File: config.mk
export PLATFORM = sky130hd
export DESIGN_NAME = rmq_sqrt
export DESIGN_NICKNAME = d
export VERILOG_FILES = /design/src/design/rmq_pkg.sv /design/src/design/rmq_sqrt.sv
export SDC_FILE = /design/constraint.sdc
export NUM_CORES = 1
export LEC_CHECK = 0
export BUFFER_PORTS_ARGS = -buffer_cell sky130_fd_sc_hd__buf_2
export CORE_ASPECT_RATIO = 0.75
export CORE_UTILIZATION = 49
export DETAILED_ROUTE_END_ITERATION = 8
export PLACE_DENSITY = 0.68
export SLEW_MARGIN = 10
export SYNTH_ARGS = -nofsm -noshare
export SYNTH_HDL_FRONTEND = slang
export SYNTH_SLANG_ARGS = --single-unit
File: constraint.sdc
create_clock -name i_clk -period 2.9 [get_ports i_clk]
set_clock_uncertainty 0.05 [all_clocks]
set_input_delay 0.29 -clock i_clk [delete_from_list [all_inputs] [get_ports i_clk]]
set_output_delay 0.29 -clock i_clk [all_outputs]
set_load 0.05 [all_outputs]
File: src/design/rmq_pkg.sv
// shared constants, types and helpers for the rotation matrix to quaternion block
// no dependencies
`default_nettype none
package rmq_pkg;
    localparam int FRAC_BITS  = 14;
    localparam int DATA_W     = 16;
    localparam int THR_W      = 15;
    localparam int TRACE_W    = DATA_W + 2;
    localparam int RAD_W      = DATA_W + 3;
    localparam int D_W        = DATA_W + 1;
    localparam int SQ_IN_W    = 31;
    localparam int SQ_RES_W   = 32;
    localparam int SQ_STAGES  = 16;
    localparam int S_W        = 16;
    localparam int DEN_W      = S_W + 1;
    localparam int NUM_W      = 31;
    localparam int QUO_W      = 23;
    localparam int CMP_W      = NUM_W + QUO_W;
    localparam int LANES      = 3;

    localparam logic [1:0] ROOT_X = 2'd0;
    localparam logic [1:0] ROOT_Y = 2'd1;
    localparam logic [1:0] ROOT_Z = 2'd2;
    localparam logic [1:0] ROOT_W = 2'd3;

    typedef struct packed {
        logic                  degen;
        logic [1:0]            root;
        logic signed [D_W-1:0] d0;
        logic signed [D_W-1:0] d1;
        logic signed [D_W-1:0] d2;
    } t_side;

    function automatic logic signed [DATA_W-1:0] sat_mag(input logic [QUO_W-1:0] mag,
                                                         input logic neg);
        logic signed [DATA_W-1:0] res;
        if (neg) begin
            if (mag > QUO_W'(32768)) begin
                res = 16'sh8000;
            end else begin
                res = DATA_W'(-$signed({1'b0, mag}));
            end
        end else begin
            if (mag > QUO_W'(32767)) begin
                res = 16'sh7fff;
            end else begin
                res = DATA_W'(mag);
            end
        end
        return res;
    endfunction
endpackage
`default_nettype wire

File: src/design/rmq_sqrt.sv
// pipelined integer square root, one result bit (one radicand bit pair) per stage
// depends on rmq_pkg
`default_nettype none
module rmq_sqrt (
    input  wire logic                       i_clk,
    input  wire logic                       i_rst_n,
    input  wire logic                       i_en,
    input  wire logic                       i_valid,
    input  wire logic [rmq_pkg::SQ_IN_W-1:0] i_rad,
    input  wire rmq_pkg::t_side             i_side,
    output logic                            o_valid,
    output logic [rmq_pkg::S_W-1:0]         o_s,
    output rmq_pkg::t_side                  o_side
);
    import rmq_pkg::*;

    logic                r_valid [1:SQ_STAGES];
    logic [SQ_IN_W-1:0]  r_rem   [1:SQ_STAGES];
    logic [SQ_RES_W-1:0] r_res   [1:SQ_STAGES];
    t_side               r_side  [1:SQ_STAGES];

    for (genvar n = 0; n < SQ_STAGES; n++) begin : g_stage
        localparam logic [SQ_RES_W-1:0] BIT = SQ_RES_W'(1) << (SQ_IN_W - 1 - 2 * n);
        logic                a_valid;
        logic [SQ_IN_W-1:0]  a_rem;
        logic [SQ_RES_W-1:0] a_res;
        t_side               a_side;
        logic [SQ_RES_W-1:0] trial;
        logic [SQ_IN_W-1:0]  n_rem;
        logic [SQ_RES_W-1:0] n_res;

        if (n == 0) begin : g_first
            assign a_valid = i_valid;
            assign a_rem   = i_rad;
            assign a_res   = '0;
            assign a_side  = i_side;
        end else begin : g_next
            assign a_valid = r_valid[n];
            assign a_rem   = r_rem[n];
            assign a_res   = r_res[n];
            assign a_side  = r_side[n];
        end

        always_comb begin
            trial = a_res + BIT;
            if ({1'b0, a_rem} >= trial) begin
                n_rem = a_rem - SQ_IN_W'(trial);
                n_res = (a_res >> 1) + BIT;
            end else begin
                n_rem = a_rem;
                n_res = a_res >> 1;
            end
        end

        always_ff @(posedge i_clk) begin
            if (!i_rst_n) begin
                r_valid[n+1] <= 1'b0;
            end else if (i_en) begin
                r_valid[n+1] <= a_valid;
            end
        end

        always_ff @(posedge i_clk) begin
            if (i_en) begin
                r_rem[n+1]  <= n_rem;
                r_res[n+1]  <= n_res;
                r_side[n+1] <= a_side;
            end
        end
    end

    assign o_valid = r_valid[SQ_STAGES];
    assign o_s     = r_res[SQ_STAGES][S_W-1:0];
    assign o_side  = r_side[SQ_STAGES];
endmodule
`default_nettype wire

==> flow_metrics.tcl <==
set metrics [dict create \
    worstSetupPathType "flip-flop to flip-flop" \
    start_util_pct 49.8 \
    max_stage_delay_ns 0.56 \
    fin_nets 3775 \
    postRouteAntennaNets 0 \
    slew_headroom_pct 42.0 \
    remaining_drc_errors 0 \
    grt_pass1_wl_um 133000 \
    synthesis.area_um2 54800 \
    cts_root_buf "clkbuf_16" \
    multi_input_area_um2 9750 \
    drt_iter0_drc 1772 \
    end_kind "flip-flop" \
    ys_seq_elements 1481 \
    pwr-share-seq_pct 54.3 \
    cts_max_level 4 \
    num-fill-cells 8205 \
    setup_viol 0 \
    highest-signal-layer "met4" \
    num_antenna_cells 0 \
    critPathMaxFanout 7 \
    power.leakage_nw 23.2 \
    wl_met3_um 3450 \
    synth_edf_count 1481 \
    drt-vias-per-instance 5.08 \
    power.total_mw 49.5 \
    die_h_um 292 \
    postSynthCellCount 3053 \
    period_share_pct 96.5 \
    numPortBuffers 159 \
    drt-met1-wl_um 39200 \
    ys_seq_area_share_pct 81.1 \
    ys_warn_count 0 \
    cap_violations 0 \
    ios 160 \
    area_growth_syn_to_layout_pct 16.6 \
    gr-usage-all-layers_pct 14.8 \
    timing.hold.ws_ns 0.183 \
    grt_pass1_vias 25500 \
    first_pass_iters 7 \
    grt_overflow_total 0 \
    vias 25900 \
    min_path_type "primary input to flip-flop" \
    dp_hpwl_um 53000 \
    power.density_nw_per_um2 775 \
    path_cells "ha_4 -> nand4b_1 -> or4_4 -> nor3_4 -> nor4_4 -> o211a_2 -> buf_4 -> nor3_2 -> xor2_1" \
    period_minus_slack_ns 2.80 \
    sw_frac_of_total_pct 23.8 \
    power.internal_mw 37.7 \
    synth_nets 3291 \
    synth_flop_cell "edfxtp_1" \
    wl_um 83600 \
    seq_area_um2 44500 \
    design.die.area_um2 113000 \
    drive_above_1_share_pct 15.3 \
    wl_met2_um 38700 \
    comb_power_share_pct 10.7 \
    netSwitchingPower_mw 11.8 \
    cpLargestDelayFamily "simple AND/OR/NAND/NOR gates" \
    instances_no_fill 5091 \
    synthArstFlopShare_pct 0 \
    worst_pin_slew_ns 0.870 \
    worstPathRequired_ns 3.42 \
    pwr-share-clk_pct 35.1 \
    cts_tree "done" \
    rows 105 \
    cts.path.max_buffers 3 \
    path_clk_slew_ns 0.06 \
    critPathBufInv 1 \
    hold_viol 0 \
    cpMaxStageDelayCell "or4_4" \
    gp_congestion 0.856 \
    arrival_ns 3.32 \
    core_um2 110000 \
    clock-sinks 1481 \
    fmax_mhz 358 \
    slew_viol_final 0 \
    vdd_drop_max_mv 0.727 \
    wire_per_inst_um 16.4 \
    synth_area_per_cell_um2 18.0 \
    die_x_um 388 \
    critical_path.startpoint_type "flip-flop" \
    clk_latency_ns 0.76 \
    synth_cell_types 81 \
    grt_max_degree 156 \
    placed_cells 4744 \
    antenna_found_initial 0 \
    cts_buffers 140 \
    outcome "completed" \
]
## repair_timing
| item | 4_1_cts | 5_1_grt |
|---|---|---|
| gates resized for setup | 3 | 34 |
| endpoints found under the hold margin | 141 | 0 |
| cloned | 0 | 1 |
| setup endpoints to repair | 7 | 84 |
| hold buffers | 89 | 0 |
| pin swaps | 0 | 2 |
| buffers inserted | 0 | 5 |
## kinds of logic (layout without fill, tap and decap cells)
| logic type | after synthesis | in the layout | share of synthesized area, % |
|---|---|---|---|
| AO/OA/AOI/OAI | 398 | 399 | 4.55 |
| XOR/XNOR | 180 | 180 | 2.88 |
| adder cells (fa/ha/maj) | 149 | 149 | 3.41 |
| buffers and inverters | 208 | 801 | 1.49 |
| flip-flops | 1481 | 1481 | 81.1 |
| multiplexers | 35 | 35 | 0.714 |
| other | 1 | 1 | 0.00684 |
| AND/OR/NAND/NOR | 601 | 601 | 5.85 |
## area by class of cell
type                       count  share of cell area (%)
clock buffer                 168                    5.64
clock inverter                84                    1.28
inverter                     177                    1.04
multi-input combinational   1365                    15.2
sequential                  1481                    69.5
tap                         1444                    2.82
timing repair buffer         372                    4.44
## power groups by stage
| stage | clock network [mW] | logic (mW) | registers, mW |
|---|---|---|---|
| 2_1_floorplan | 0 | 3.27 | 27.1 |
| 3_3_place_gp | 0 | 4.99 | 27.3 |
| 3_5_place_dp | 0 | 5.07 | 27.3 |
| 4_1_cts | 18.0 | 5.20 | 26.9 |
| 5_1_grt | 18.7 | 5.88 | 27.1 |
| 6_report | 17.4 | 5.28 | 26.9 |
## path summary, 6_finish.rpt
check,startpoint,end,slack (ns),cells after the start
setup / recovery,r_rem[0][360],r_rem[0][398],0.10,9
hold / removal,i_rad[11],r_rem[0][42],0.18,2
setup reg to reg,r_rem[0][360],r_rem[0][398],0.10,9
hold reg to reg,r_side[0][805],r_side[0][859],0.36,0
## layer usage
layer / global-route usage [%] / up-vias
li1: - / 12700
met1: 20.3 / 12500
met2: 23.4 / 498
met3: 3.01 / 155
met4: 5.78 / 0
met5: 0 / -
## cell usage in the layout, fill, tap and decap left out, drive strengths merged, types with 6 or more instances in the layout
master	n
a21oi	131
o21a	30
nand2b	32
nand2	114
nand4b	9
or2	9
clkinv	67
and4	6
nand3b	10
nand4	28
or4	10
edfxtp	1481
mux2	33
nand3	31
a21boi	7
o211a	6
o211ai	14
o21bai	7
clkinvlp	6
xor2	88
clkbuf	168
o21ai	104
o31ai	12
nor3	51
buf	283
ha	148
dlygate4sd3	89
and3	21
nor2	138
nor3b	6
inv	183
xnor2	92
nor4	61
a31oi	6
nor2b	22
or3	22
a211oi	9
nor4b	17
a21o	31
## flip-flops by register name (all words and copies together) (netlist names)
signal and count:
r_side 864, r_rem 465, r_res 136, r_valid 16
## synthesized netlist by cell type (7+ instances only)
cell      instances  area share [%]
a21oi_1         130             1.2
ha_1            148             3.4
nor4b_1          15            0.24
nor3_1           50            0.46
nand4_1          28            0.32
and3_1           21            0.24
nand3_1          31            0.28
or3_1            22            0.25
o21a_1           30            0.41
nand3b_1         10            0.14
a21o_1           31            0.42
edfxtp_1       1481              81
clkbuf_1         12           0.082
o21bai_1          7           0.096
nor2_1          138            0.94
o31ai_1          12            0.16
nand2_1         113            0.77
or4_1            10            0.14
nand4b_1          9            0.14
nand2b_1         32            0.37
o211ai_1         13            0.18
buf_2            16            0.15
xnor2_1          92             1.5
a211oi_1          9            0.12
inv_1           177             1.2
nor4_1           61            0.70
o21ai_0          99            0.90
nor2b_1          22            0.25
mux2_2           33            0.68
xor2_1           88             1.4
## per-stage QoR
step                      TNS, ns  worst slack [ns]  instance area (um2)  utilization [%]
after floorplan                 0             0.174                54800                -
after global routing      -0.0173           -0.0108                64000             58.1
after global placement          0            0.0614                58400             53.1
after detailed placement  -0.0340           -0.0166                58400             53.1
after CTS                       0           0.00965                63700             57.9
final                           0             0.103                64000             58.1
## worst register-to-register path, delay by kind of cell, from the launching register on
kind | cells | cell delay (ns)
AO/OA/AOI/OAI | 1 | 0.21
XOR/XNOR | 1 | 0.22
flip-flops | 1 | 0.45
adder cells (fa/ha/maj) | 1 | 0.32
AND/OR/NAND/NOR | 5 | 1.22
buffers and inverters | 1 | 0.16
Power figures use the tool's default switching activity.
