--- config.mk ---
export PLATFORM = sky130hd
export DESIGN_NAME = rmq_div
export DESIGN_NICKNAME = d
export VERILOG_FILES = /design/src/design/rmq_pkg.sv /design/src/design/rmq_div.sv
export SDC_FILE = /design/constraint.sdc
export NUM_CORES = 2
export LEC_CHECK = 0
export CORE_MARGIN = 5
export CORE_UTILIZATION = 35
export CTS_BUF_LIST = sky130_fd_sc_hd__clkbuf_16
export CTS_CLUSTER_SIZE = 40
export DETAILED_ROUTE_END_ITERATION = 8
export DONT_BUFFER_PORTS = 1
export GPL_TIMING_DRIVEN = 0
export PLACE_DENSITY_LB_ADDON = 0.1
export REMOVE_ABC_BUFFERS = 1
export SLEW_MARGIN = 30
export SYNTH_ARGS = -nofsm -noshare
export SYNTH_HDL_FRONTEND = slang
export SYNTH_MEMORY_MAX_BITS = 65536
export SYNTH_SLANG_ARGS = --single-unit
--- constraint.sdc ---
create_clock -name i_clk -period 3.75 [get_ports i_clk]
set_clock_uncertainty 0.15 [all_clocks]
set_input_delay 0.375 -clock i_clk [delete_from_list [all_inputs] [get_ports i_clk]]
set_output_delay 0.375 -clock i_clk [all_outputs]
set_load 0.01 [all_outputs]
--- src/design/rmq_pkg.sv ---
// shared constants, types and helpers for the rotation matrix to quaternion block
// no dependencies
`default_nettype none
package rmq_pkg;
    localparam int FRAC_BITS  = 14;
    localparam int DATA_W     = 16;
    localparam int THR_W      = 15;
    localparam int TRACE_W    = DATA_W + 2;
    localparam int RAD_W      = DATA_W + 3;
    localparam int D_W        = DATA_W + 1;
    localparam int SQ_IN_W    = 31;
    localparam int SQ_RES_W   = 32;
    localparam int SQ_STAGES  = 16;
    localparam int S_W        = 16;
    localparam int DEN_W      = S_W + 1;
    localparam int NUM_W      = 31;
    localparam int QUO_W      = 23;
    localparam int CMP_W      = NUM_W + QUO_W;
    localparam int LANES      = 3;

    localparam logic [1:0] ROOT_X = 2'd0;
    localparam logic [1:0] ROOT_Y = 2'd1;
    localparam logic [1:0] ROOT_Z = 2'd2;
    localparam logic [1:0] ROOT_W = 2'd3;

    typedef struct packed {
        logic                  degen;
        logic [1:0]            root;
        logic signed [D_W-1:0] d0;
        logic signed [D_W-1:0] d1;
        logic signed [D_W-1:0] d2;
    } t_side;

    function automatic logic signed [DATA_W-1:0] sat_mag(input logic [QUO_W-1:0] mag,
                                                         input logic neg);
        logic signed [DATA_W-1:0] res;
        if (neg) begin
            if (mag > QUO_W'(32768)) begin
                res = 16'sh8000;
            end else begin
                res = DATA_W'(-$signed({1'b0, mag}));
            end
        end else begin
            if (mag > QUO_W'(32767)) begin
                res = 16'sh7fff;
            end else begin
                res = DATA_W'(mag);
            end
        end
        return res;
    endfunction
endpackage
`default_nettype wire

--- src/design/rmq_div.sv ---
// three-lane pipelined restoring divider: (|d| << frac + s) / (2 s), one quotient bit per stage
// depends on rmq_pkg
`default_nettype none
module rmq_div (
    input  wire logic                                  i_clk,
    input  wire logic                                  i_rst_n,
    input  wire logic                                  i_en,
    input  wire logic                                  i_valid,
    input  wire logic [rmq_pkg::S_W-1:0]               i_s,
    input  wire rmq_pkg::t_side                        i_side,
    output logic                                       o_valid,
    output logic                                       o_degen,
    output logic [1:0]                                 o_root,
    output logic [rmq_pkg::S_W-2:0]                    o_root_val,
    output logic [rmq_pkg::LANES-1:0][rmq_pkg::QUO_W-1:0] o_mag,
    output logic [rmq_pkg::LANES-1:0]                  o_neg
);
    import rmq_pkg::*;

    logic                              r_valid [0:QUO_W];
    logic                              r_degen [0:QUO_W];
    logic [1:0]                        r_root  [0:QUO_W];
    logic [S_W-2:0]                    r_rval  [0:QUO_W];
    logic [DEN_W-1:0]                  r_den   [0:QUO_W];
    logic [LANES-1:0]                  r_neg   [0:QUO_W];
    logic [LANES-1:0][NUM_W-1:0]       r_rem   [0:QUO_W];
    logic [LANES-1:0][QUO_W-1:0]       r_quo   [0:QUO_W];

    logic signed [D_W-1:0]        d_in [LANES];
    logic [LANES-1:0][NUM_W-1:0]  n_num;
    logic [LANES-1:0]             n_neg;

    always_comb begin
        d_in[0] = i_side.d0;
        d_in[1] = i_side.d1;
        d_in[2] = i_side.d2;
        for (int l = 0; l < LANES; l++) begin
            n_neg[l] = d_in[l][D_W-1];
            n_num[l] = ({{(NUM_W-D_W){1'b0}}, (n_neg[l] ? D_W'(-d_in[l]) : D_W'(d_in[l]))}
                        << FRAC_BITS) + NUM_W'(i_s);
        end
    end

    always_ff @(posedge i_clk) begin
        if (!i_rst_n) begin
            r_valid[0] <= 1'b0;
        end else if (i_en) begin
            r_valid[0] <= i_valid;
        end
    end

    always_ff @(posedge i_clk) begin
        if (i_en) begin
            r_degen[0] <= i_side.degen;
            r_root[0]  <= i_side.root;
            r_rval[0]  <= i_s[S_W-1:1];
            r_den[0]   <= {i_s, 1'b0};
            r_neg[0]   <= n_neg;
            r_rem[0]   <= n_num;
            r_quo[0]   <= '0;
        end
    end

    for (genvar k = 1; k <= QUO_W; k++) begin : g_stage
        localparam int B = QUO_W - k;
        logic [LANES-1:0][NUM_W-1:0] n_rem;
        logic [LANES-1:0][QUO_W-1:0] n_quo;
        logic [CMP_W-1:0]            shd;

        always_comb begin
            shd = CMP_W'(r_den[k-1]) << B;
            for (int l = 0; l < LANES; l++) begin
                n_rem[l] = r_rem[k-1][l];
                n_quo[l] = r_quo[k-1][l];
                if (CMP_W'(r_rem[k-1][l]) >= shd) begin
                    n_rem[l]    = r_rem[k-1][l] - NUM_W'(shd);
                    n_quo[l][B] = 1'b1;
                end
            end
        end

        always_ff @(posedge i_clk) begin
            if (!i_rst_n) begin
                r_valid[k] <= 1'b0;
            end else if (i_en) begin
                r_valid[k] <= r_valid[k-1];
            end
        end

        always_ff @(posedge i_clk) begin
            if (i_en) begin
                r_degen[k] <= r_degen[k-1];
                r_root[k]  <= r_root[k-1];
                r_rval[k]  <= r_rval[k-1];
                r_den[k]   <= r_den[k-1];
                r_neg[k]   <= r_neg[k-1];
                r_rem[k]   <= n_rem;
                r_quo[k]   <= n_quo;
            end
        end
    end

    assign o_valid    = r_valid[QUO_W];
    assign o_degen    = r_degen[QUO_W];
    assign o_root     = r_root[QUO_W];
    assign o_root_val = r_rval[QUO_W];
    assign o_mag      = r_quo[QUO_W];
    assign o_neg      = r_neg[QUO_W];
endmodule
`default_nettype wire

==> flow_metrics.tcl <==
set metrics [dict create \
    status "finished, final reports clean" \
    fin_nets 13817 \
    r2r_start "r_rem[1][629]" \
    cp-end-kind "register" \
    worstSetupStartpointType "register" \
    grt.met1_usage_pct 25.13 \
    syn_area_mm2 0.1479 \
    row_count 238 \
    drv_slew 0 \
    synthCells 12178 \
    cp_max_fo 7 \
    core-area_mm2 0.4208 \
    start_util_pct 35.16 \
    ys_seq_area_share_pct 56.55 \
    syn_to_final_growth_pct 16.35 \
    met3_usage_pct 1.961 \
    use_met2_pct 35.44 \
    cts_tree "done" \
    power.density_mw_per_mm2 687.0 \
    ys.warnings.count 0 \
    synth-seq-cells 2786 \
    firstDrtPassIters 6 \
    path_buf_inv 3 \
    synth_top_cell_by_area "edfxtp_1" \
    grt_pass1_wl_mm 647.4 \
    seq_area_mm2 0.08365 \
    crit_type "register to register" \
    clock.fmax_mhz 271.0 \
    worst_pin_slew_ns 1.056 \
    route.vias.total 98833 \
    drtAntennaViolNets 0 \
    synth_cell_type_count 108 \
    routedWlPerCell_um 23.92 \
    synth_ff_type "edfxtp_1" \
    holdCritStartpoint "i_side[39]" \
    slowest_stage "edfxtp_1" \
    synth_top_area_share_pct 56.54 \
    drcViolationCount 0 \
    multi_input_area_mm2 0.06335 \
    ir_drop_uv 422.9 \
    p_leak_nw 63.53 \
    clkLatencyLatePin_ns 0.95 \
    via_per_inst 5.307 \
    drtIter0Drc 6947 \
    fp.dieArea_mm2 0.4357 \
    gr-total-overflow 0 \
    crit_arrival_ns 4.20 \
    critPathTopFamily "compound AO/OA/AOI/OAI gates" \
    grt_setup_unrepaired "yes" \
    cts_sinks 2786 \
    worst_path_largest_cell_delay_ns 0.50 \
    hold_class "primary input to register" \
    antenna_found_initial 10 \
    avgSynthCellArea_um2 12.15 \
    fill_cells 39256 \
    synth.most_common_cell "edfxtp_1" \
    total_power_mw 118.2 \
    grt_pass1_vias 97407 \
    ios 165 \
    io_buffers 0 \
    cts_made_buffers 332 \
    synth_edf_count 2785 \
    finalCritPeriodShare_pct 98.39 \
    hold_viol_final 0 \
    cp_data_required_time_ns 4.26 \
    async_reset_ff_share_pct 0 \
    grt_usage_pct 19.71 \
    grt_max_degree 226 \
    tns_ns 0 \
    totalWireLength_mm 445.4 \
    crit_chain "clkinvlp_4, ha_4, inv_2, fa_2, a211oi_4, o21ai_2, a2111oi_4, o41ai_4, a21o_1, a211o_4, buf_4, mux2_2" \
    die_y_um 660.1 \
    synth_common_cells "edfxtp_1, ha_1, nor2_1" \
    relSlewSlack_pct 28.96 \
    max-cap-violations 0 \
    cts_buffer_depth 4 \
    worstSetupStartpoint "r_rem[1][629]" \
    busiest_layer "met2" \
    post-route-min-period_ns 3.690 \
    dp_hpwl_mm 335.1 \
    htreeDepth 5 \
    synth_area_leaders "edfxtp_1, ha_1, xnor2_1" \
    setup_viol 0 \
    clk_pin_slew_ns 0.06 \
    die_w_um 660.1 \
    drive_above_1_share_pct 11.32 \
    gp_routability_congestion 0.8752 \
    cts-root-buf "clkbuf_16" \
]
==> power by group <==
| group | leakage [nW] | switching [mW] | internal (mW) |
|---|---|---|---|
| clock | 5.55 | 13.5 | 19.2 |
| sequential | 27.0 | 4.93 | 42.2 |
| combinational | 31.0 | 22.7 | 15.7 |
| total | 63.5 | 41.2 | 77.1 |
==> stage by stage <==
step                      instances  util, %  worst slack, ns  hold WS (ns)  instance area, um^2
after floorplan               11964        -           -1.073        0.2503               147100
after global placement        17604    36.63           -3.636        0.2503               154100
after detailed placement      17662    37.01           -3.029        0.2545               155700
after CTS                     18551    40.58        -0.006172      0.008063               170700
after global routing          18623    40.90         -0.05131       0.07627               172100
final                         18624    40.90          0.06030        0.1080               172100
==> worst paths after layout <==
kind | to | slack, ns | depth (start not counted)
worst min-delay path | r_rem[0][20] | 0.11 | 5
worst max register to register | r_rem[1][699] | 0.06 | 12
worst min register to register | r_quo[2][432] | 0.24 | 0
worst max-delay path | r_rem[1][699] | 0.06 | 12
==> layout by cell type, fill, tap and decap left out, types with 44 or more instances in the layout <==
cell type and n:
nor2b_1 180, nor2_1 892, o21bai_1 75, o21ai_1 66, xnor2_1 548, o21ai_0 622, mux2i_1 66, buf_4 152
dlygate4sd3_1 155, a21oi_1 810, clkinv_1 51, o21a_1 157, nand2_1 700, nor3_1 260, inv_1 650, a21o_1 283
a211oi_1 88, o211ai_1 58, ha_1 958, fa_1 62, nand3_1 215, and3_1 82, nand2b_1 135, or3_1 120
mux2_1 66, mux2_2 284, a31oi_1 79, clkinv_2 75, nor4_1 133, clkinvlp_4 44, xor2_1 425, nand4_1 161
o31ai_1 69, edfxtp_1 2785, clkbuf_16 338
==> cell type report <==
class / count / area share [%]
clock buffer: 337 / 4.900
tap: 5640 / 4.100
timing repair buffer: 385 / 2.548
multi-input combinational: 8549 / 36.81
sequential: 2786 / 48.60
timing repair inverter: 1 / 0.004362
inverter: 643 / 1.442
antenna: 3 / 0.004362
clock inverter: 280 / 1.588
==> flip-flops by register name (all words and copies together), names as in the netlist <==
| signal | count |
|---|---|
| r_root | 48 |
| r_quo | 828 |
| r_den | 23 |
| r_neg | 72 |
| r_rem | 1576 |
| r_rval | 191 |
| r_degen | 24 |
| r_valid | 24 |
==> per-layer routing <==
layer / vias to the layer above / part of all wire, %
met2: 2063 / 51
met4: 0 / 3.0
li1: 47350 / -
met3: 556 / 3.5
met5: - / 0
met1: 48864 / 43
==> logic make-up after synthesis <==
kind of cell / after synthesis / share of synthesized area, %
flip-flops: 2786 / 56.55
buffers and inverters: 857 / 2.215
adder cells (fa/ha/maj): 1045 / 9.174
AND/OR/NAND/NOR: 3250 / 10.98
AO/OA/AOI/OAI: 2839 / 12.14
XOR/XNOR: 984 / 5.826
multiplexers: 417 / 3.119
==> worst reg2reg max path, stage by stage (launching register included) <==
cell and delay [ns]:
edfxtp_1 0.50, clkinvlp_4 0.15, ha_4 0.14, inv_2 0.06, fa_2 0.39, a211oi_4 0.24, o21ai_2 0.12, a2111oi_4 0.44
o41ai_4 0.13, a21o_1 0.22, a211o_4 0.40, buf_4 0.17, mux2_2 0.30
==> timing repair <==
action / in CTS / in global routing
hold endpoints to repair: 309 / 1
hold buffers: 161 / 1
setup buffers: 97 / 62
gates cloned: 16 / 6
gates resized for setup: 216 / 165
pin swaps: 61 / 34
endpoints found under the setup margin: 1187 / 486
(Power assumes the default switching activity.)
