--- src/design/rmq_pkg.sv ---
// shared constants, types and helpers for the rotation matrix to quaternion block
// no dependencies
`default_nettype none
package rmq_pkg;
    localparam int FRAC_BITS  = 14;
    localparam int DATA_W     = 16;
    localparam int THR_W      = 15;
    localparam int TRACE_W    = DATA_W + 2;
    localparam int RAD_W      = DATA_W + 3;
    localparam int D_W        = DATA_W + 1;
    localparam int SQ_IN_W    = 31;
    localparam int SQ_RES_W   = 32;
    localparam int SQ_STAGES  = 16;
    localparam int S_W        = 16;
    localparam int DEN_W      = S_W + 1;
    localparam int NUM_W      = 31;
    localparam int QUO_W      = 23;
    localparam int CMP_W      = NUM_W + QUO_W;
    localparam int LANES      = 3;

    localparam logic [1:0] ROOT_X = 2'd0;
    localparam logic [1:0] ROOT_Y = 2'd1;
    localparam logic [1:0] ROOT_Z = 2'd2;
    localparam logic [1:0] ROOT_W = 2'd3;

    typedef struct packed {
        logic                  degen;
        logic [1:0]            root;
        logic signed [D_W-1:0] d0;
        logic signed [D_W-1:0] d1;
        logic signed [D_W-1:0] d2;
    } t_side;

    function automatic logic signed [DATA_W-1:0] sat_mag(input logic [QUO_W-1:0] mag,
                                                         input logic neg);
        logic signed [DATA_W-1:0] res;
        if (neg) begin
            if (mag > QUO_W'(32768)) begin
                res = 16'sh8000;
            end else begin
                res = DATA_W'(-$signed({1'b0, mag}));
            end
        end else begin
            if (mag > QUO_W'(32767)) begin
                res = 16'sh7fff;
            end else begin
                res = DATA_W'(mag);
            end
        end
        return res;
    endfunction
endpackage
`default_nettype wire

--- src/design/rmq_front.sv ---
// input stage: trace test, branch choice, radicand and off-diagonal pair terms
// depends on rmq_pkg
`default_nettype none
module rmq_front (
    input  wire logic                            i_clk,
    input  wire logic                            i_rst_n,
    input  wire logic                            i_en,
    input  wire logic                            i_valid,
    input  wire logic signed [rmq_pkg::DATA_W-1:0] i_m00,
    input  wire logic signed [rmq_pkg::DATA_W-1:0] i_m01,
    input  wire logic signed [rmq_pkg::DATA_W-1:0] i_m02,
    input  wire logic signed [rmq_pkg::DATA_W-1:0] i_m10,
    input  wire logic signed [rmq_pkg::DATA_W-1:0] i_m11,
    input  wire logic signed [rmq_pkg::DATA_W-1:0] i_m12,
    input  wire logic signed [rmq_pkg::DATA_W-1:0] i_m20,
    input  wire logic signed [rmq_pkg::DATA_W-1:0] i_m21,
    input  wire logic signed [rmq_pkg::DATA_W-1:0] i_m22,
    input  wire logic [rmq_pkg::THR_W-1:0]       i_thr,
    output logic                                 o_valid,
    output logic [rmq_pkg::SQ_IN_W-1:0]          o_rad,
    output rmq_pkg::t_side                       o_side
);
    import rmq_pkg::*;

    logic signed [TRACE_W-1:0] trace;
    logic signed [RAD_W-1:0]   n_rad_s;
    logic [1:0]                pick;
    t_side                     n_side;
    logic                      r_valid;
    logic [SQ_IN_W-1:0]        r_rad;
    t_side                     r_side;

    localparam logic signed [RAD_W-1:0] ONE = RAD_W'(1) <<< FRAC_BITS;

    always_comb begin
        trace = TRACE_W'(i_m00) + TRACE_W'(i_m11) + TRACE_W'(i_m22);
        pick  = ROOT_X;
        if (i_m11 > i_m00) begin
            pick = ROOT_Y;
        end
        if ((pick == ROOT_X && i_m22 > i_m00) || (pick == ROOT_Y && i_m22 > i_m11)) begin
            pick = ROOT_Z;
        end
        if (trace > $signed({3'b000, i_thr})) begin
            pick = ROOT_W;
        end
        n_side.root = pick;
        case (pick)
            ROOT_X: begin
                n_rad_s   = RAD_W'(i_m00) - RAD_W'(i_m11) - RAD_W'(i_m22) + ONE;
                n_side.d0 = D_W'(i_m21) - D_W'(i_m12);
                n_side.d1 = D_W'(i_m10) + D_W'(i_m01);
                n_side.d2 = D_W'(i_m20) + D_W'(i_m02);
            end
            ROOT_Y: begin
                n_rad_s   = RAD_W'(i_m11) - RAD_W'(i_m22) - RAD_W'(i_m00) + ONE;
                n_side.d0 = D_W'(i_m02) - D_W'(i_m20);
                n_side.d1 = D_W'(i_m21) + D_W'(i_m12);
                n_side.d2 = D_W'(i_m01) + D_W'(i_m10);
            end
            ROOT_Z: begin
                n_rad_s   = RAD_W'(i_m22) - RAD_W'(i_m00) - RAD_W'(i_m11) + ONE;
                n_side.d0 = D_W'(i_m10) - D_W'(i_m01);
                n_side.d1 = D_W'(i_m02) + D_W'(i_m20);
                n_side.d2 = D_W'(i_m12) + D_W'(i_m21);
            end
            default: begin
                n_rad_s   = RAD_W'(trace) + ONE;
                n_side.d0 = D_W'(i_m21) - D_W'(i_m12);
                n_side.d1 = D_W'(i_m02) - D_W'(i_m20);
                n_side.d2 = D_W'(i_m10) - D_W'(i_m01);
            end
        endcase
        n_side.degen = (n_rad_s <= 0);
    end

    always_ff @(posedge i_clk) begin
        if (!i_rst_n) begin
            r_valid <= 1'b0;
        end else if (i_en) begin
            r_valid <= i_valid;
        end
    end

    always_ff @(posedge i_clk) begin
        if (i_en) begin
            r_side <= n_side;
            r_rad  <= n_side.degen ? '0
                    : SQ_IN_W'({n_rad_s[RAD_W-3:0], {FRAC_BITS{1'b0}}});
        end
    end

    assign o_valid = r_valid;
    assign o_rad   = r_rad;
    assign o_side  = r_side;
endmodule
`default_nettype wire

--- config.mk ---
export PLATFORM = sky130hd
export DESIGN_NAME = rmq_front
export DESIGN_NICKNAME = d
export VERILOG_FILES = /design/src/design/rmq_pkg.sv /design/src/design/rmq_front.sv
export SDC_FILE = /design/constraint.sdc
export NUM_CORES = 1
export LEC_CHECK = 0
export ABC_AREA = 1
export BUFFER_PORTS_ARGS = -buffer_cell sky130_fd_sc_hd__buf_2
export CAP_MARGIN = 20
export CORE_UTILIZATION = 35
export CTS_CLUSTER_SIZE = 14
export DETAILED_ROUTE_END_ITERATION = 7
export GPL_TIMING_DRIVEN = 1
export HOLD_SLACK_MARGIN = 0.02
export PLACE_DENSITY_LB_ADDON = 0.12
export SLEW_MARGIN = 10
export SYNTH_ARGS = -nofsm -noshare
export SYNTH_HDL_FRONTEND = slang
export SYNTH_SLANG_ARGS = --single-unit
export TNS_END_PERCENT = 100
--- constraint.sdc ---
create_clock -name i_clk -period 5.1 [get_ports i_clk]
set_clock_uncertainty 0.05 [all_clocks]
set_input_delay 1.02 -clock i_clk [delete_from_list [all_inputs] [get_ports i_clk]]
set_output_delay 1.02 -clock i_clk [all_outputs]
set_load 0.03 [all_outputs]
==> results.cfg <==
[outcome]
outcome = complete, but fails checks
failed_checks = negative setup slack

[detailed_routing]
dr.first_iter.drc_count = 1076
ant_nets = 0
avgRoutedWirePerCell_um = 18.42
drt_pass1_iterations = 6
vias = 15590
wirelength_um = 58340
drcViolationCount = 0
viasPerCell = 4.921

[power_and_ir_drop]
power_mw = 7.592
p_leak_nw = 10.65
p_per_area_nw_per_um2 = 376.7
comb_power_share = 0.759
pwr-share-clk = 0.091
seq_power_share = 0.150
peakVddDrop_mv = 0.2262
switching_share = 0.5176
p_int_mw = 3.662
switchingPower_mw = 3.929

[global_route]
grt_usage = 0.2483
grt_start_max_net_pins = 74
overflow = 0
antenna_found_initial = 1
first_global_vias = 15390
grt_pass1_wl_um = 88670

[synthesis]
synth_area_leader_cell = ha_1
synth.top_cell.area_share = 0.2470
synthArstFlopShare = 0
synthXorXnorAreaFrac = 0.06939
synth_compound_area_frac = 0.1389
synth_area_sq_um = 15900
synth.area.top_cells = ha_1 (25%), edfxtp_1 (13%), nand2_1 (9.4%)
synth_edf_count = 71
yosysUniqueCellTypes = 55
yosys_warnings = 0
synth_top_family_by_area = adder cells
synthAdderAreaFrac = 0.3402
synthFlopType = edfxtp_1
seq_area_frac_synth = 0.1353
syn_inst = 2155
avgSynthCellArea_sq_um = 7.379
synth_mux_area_frac = 0
synthSimpleGateAreaFrac = 0.2035
synth_seq_cells = 72

[timing]
worst_pin_slew_ns = 1.023
hold_viol_final = 0
min_period_ns = 5.266
fin_crit_sh = 1.033
hold_slack_ns = 0.4863
slew-limit-headroom = 0.3182
rsz0062_at_grt = yes
setup_viol = 16
setup_ws_ns = -0.1659
fmax_mhz = 189.9
drv_slew = 0

[layout]
fin_area_sq_um = 20150
diodes = 0
fin_nets = 3122
stdcell_count = 3167
drive_gt1_frac = 0.2252
syn2layout_area_growth_pct = 26.73

[worst_hold_path]
hold_class = reg2reg
min_from = o_valid

[floorplanning]
start_util = 0.3573
fp.dieH_um = 215.2
chipWidth_um = 215.2
core_sq_um = 44510
io_pins = 249
row_count = 77
die-area_sq_um = 46290

[critical_path]
endpoint = o_rad[15]
reg2regPathDepth = 2
critPathRequiredTime_ns = 5.17
critPathMaxFanout = 8
r2r_start = o_valid
arrival_ns = 5.33
critPathCaptureType = flop
crit_type = in2reg
r2r-end = o_valid
slowest_stage = fa_1
crit_path_frequent_cell = nand2_1
critPathLaunchType = input port
rrSetupSlack_ns = 4.39
cp_slowest_stage_delay_ns = 0.54
setup.worst_path.start = i_m22[1]

[placed_design]
dpl.cell_count = 3137
postPlaceCellArea_sq_um = 19100
dp_hpwl_um = 50020
io_buffer_count = 234
place_congestion = 0.9728

[clock_tree]
cts_sinks = 72
clk_latency_ns = 0.36
clockBufferDepth = 2
cts_root_buf = clkbuf_16
cts_tree = done
cts_buffers = 9
path_clk_slew_ns = 0.06
htreeDepth = 3

[job]
cap_violations = 0
==> layer usage <==
layer  GRT usage  routed length (um)  up-vias
li1            -                   -     7790
met1      0.3764               29620     7313
met2      0.3785               24720      447
met3     0.03326                3359       34
met4     0.03191                 616        2
met5           0                  13        -
==> per-stage QoR <==
stage / worst slack, ns / utilization / setup TNS [ns]
2_1_floorplan: 0.01153 / - / 0
3_3_place_gp: -0.5449 / 0.4292 / -15.69
3_5_place_dp: -0.6901 / 0.4292 / -23.49
4_1_cts: -0.08916 / 0.4401 / -1.107
5_1_grt: -0.4126 / 0.4528 / -9.857
6_report: -0.1659 / 0.4528 / -2.253
==> power by group through the flow <==
| stage | clock [mW] | combinational, mW | sequential, mW |
|---|---|---|---|
| after floorplan | 0 | 2.65 | 1.56 |
| after global placement | 0 | 5.11 | 1.15 |
| after detailed placement | 0 | 5.11 | 1.14 |
| after CTS | 0.700 | 5.28 | 1.13 |
| after global routing | 0.723 | 6.26 | 1.15 |
| final | 0.690 | 5.77 | 1.14 |
==> cell usage in the layout, fill, tap and decap left out, types with 13 or more instances in the layout <==
cell       count
a21oi_1      153
a31oi_1       13
buf_2        232
buf_4        191
clkbuf_16     14
conb_1        14
edfxtp_1      71
fa_1          73
ha_1         310
inv_1        378
nand2_1      382
nand2_2       16
nand3_1       90
nand3b_1      16
nand4_1       22
nor2_1       116
nor2_2        18
nor3_1        27
o21ai_0       77
o21bai_1      20
o22ai_1       18
xnor2_1       23
xor2_1       101
==> cell families (layout without fill, tap and decap cells) <==
family	count (synthesis)	in the layout
buffers and inverters	448	854
flip-flops	72	72
XOR/XNOR	126	126
AO/OA/AOI/OAI	378	378
other	1	14
AND/OR/NAND/NOR	742	743
adder cells (fa/ha/maj)	388	388
==> worst max-delay path: cells and delay by family <==
kind	cells	cell delay (ns)
buf+inv	5	0.39
compound gates	1	0.16
fa+ha+maj	4	1.40
xor+xnor	1	0.11
simple gates	25	2.24
==> worst min path at each step <==
| stage | to | slack (ns) | depth (start not counted) |
|---|---|---|---|
| floorplan | o_valid | 0.61 | 2 |
| global placement | o_valid | 0.47 | 2 |
| detailed placement | o_valid | 0.48 | 2 |
| CTS | o_valid | 0.49 | 2 |
| global route | o_valid | 0.54 | 2 |
| finish | o_valid | 0.49 | 2 |
==> state kept, by name, summed over array words and instances, names as in the netlist <==
register / cells
o_rad: 17
o_valid: 1
o_side: 54
==> timing repair <==
| item | 4_1_cts | 5_1_grt |
|---|---|---|
| hold endpoints to repair | 0 | 0 |
| gates cloned | 1 | 5 |
| endpoints found under the setup margin | 19 | 70 |
| hold buffers | 0 | 0 |
| gates resized for setup | 26 | 105 |
| buffers inserted | 4 | 9 |
| pin swaps | 11 | 52 |
==> synthesized netlist by cell type, types with 3 or more instances <==
master,n
edfxtp_1,71
fa_1,74
a21boi_0,8
buf_1,3
a21boi_1,4
nor2_2,14
nor2_1,130
a211oi_1,7
a21oi_1,162
o31ai_1,10
nand3b_1,16
a311o_1,3
o211ai_1,6
o221ai_1,8
o21ai_1,8
o21a_1,3
nand2_2,10
inv_1,384
nor3_1,27
o2111ai_1,14
nand2_1,398
clkbuf_1,30
a31oi_1,14
nand4_1,22
o21bai_1,20
ha_1,314
o21ai_0,82
nand3_1,97
inv_2,6
buf_4,14
nor4_1,4
o22ai_1,18
xor2_1,103
buf_2,5
buf_6,4
nand3_2,5
xnor2_1,23
or2_2,7
a21o_1,6
==> final cells by class <==
class	instances	area [sq um]
well taps	592	740.7
fillers	4633	24360
inverters	391	1491
clock buffers	10	229.0
clock inverters	5	72.57
flip-flops and latches	72	2152
multi-input cells	1649	12460
repair buffers	448	3009
Note: power is estimated with default switching activity, not from simulation.
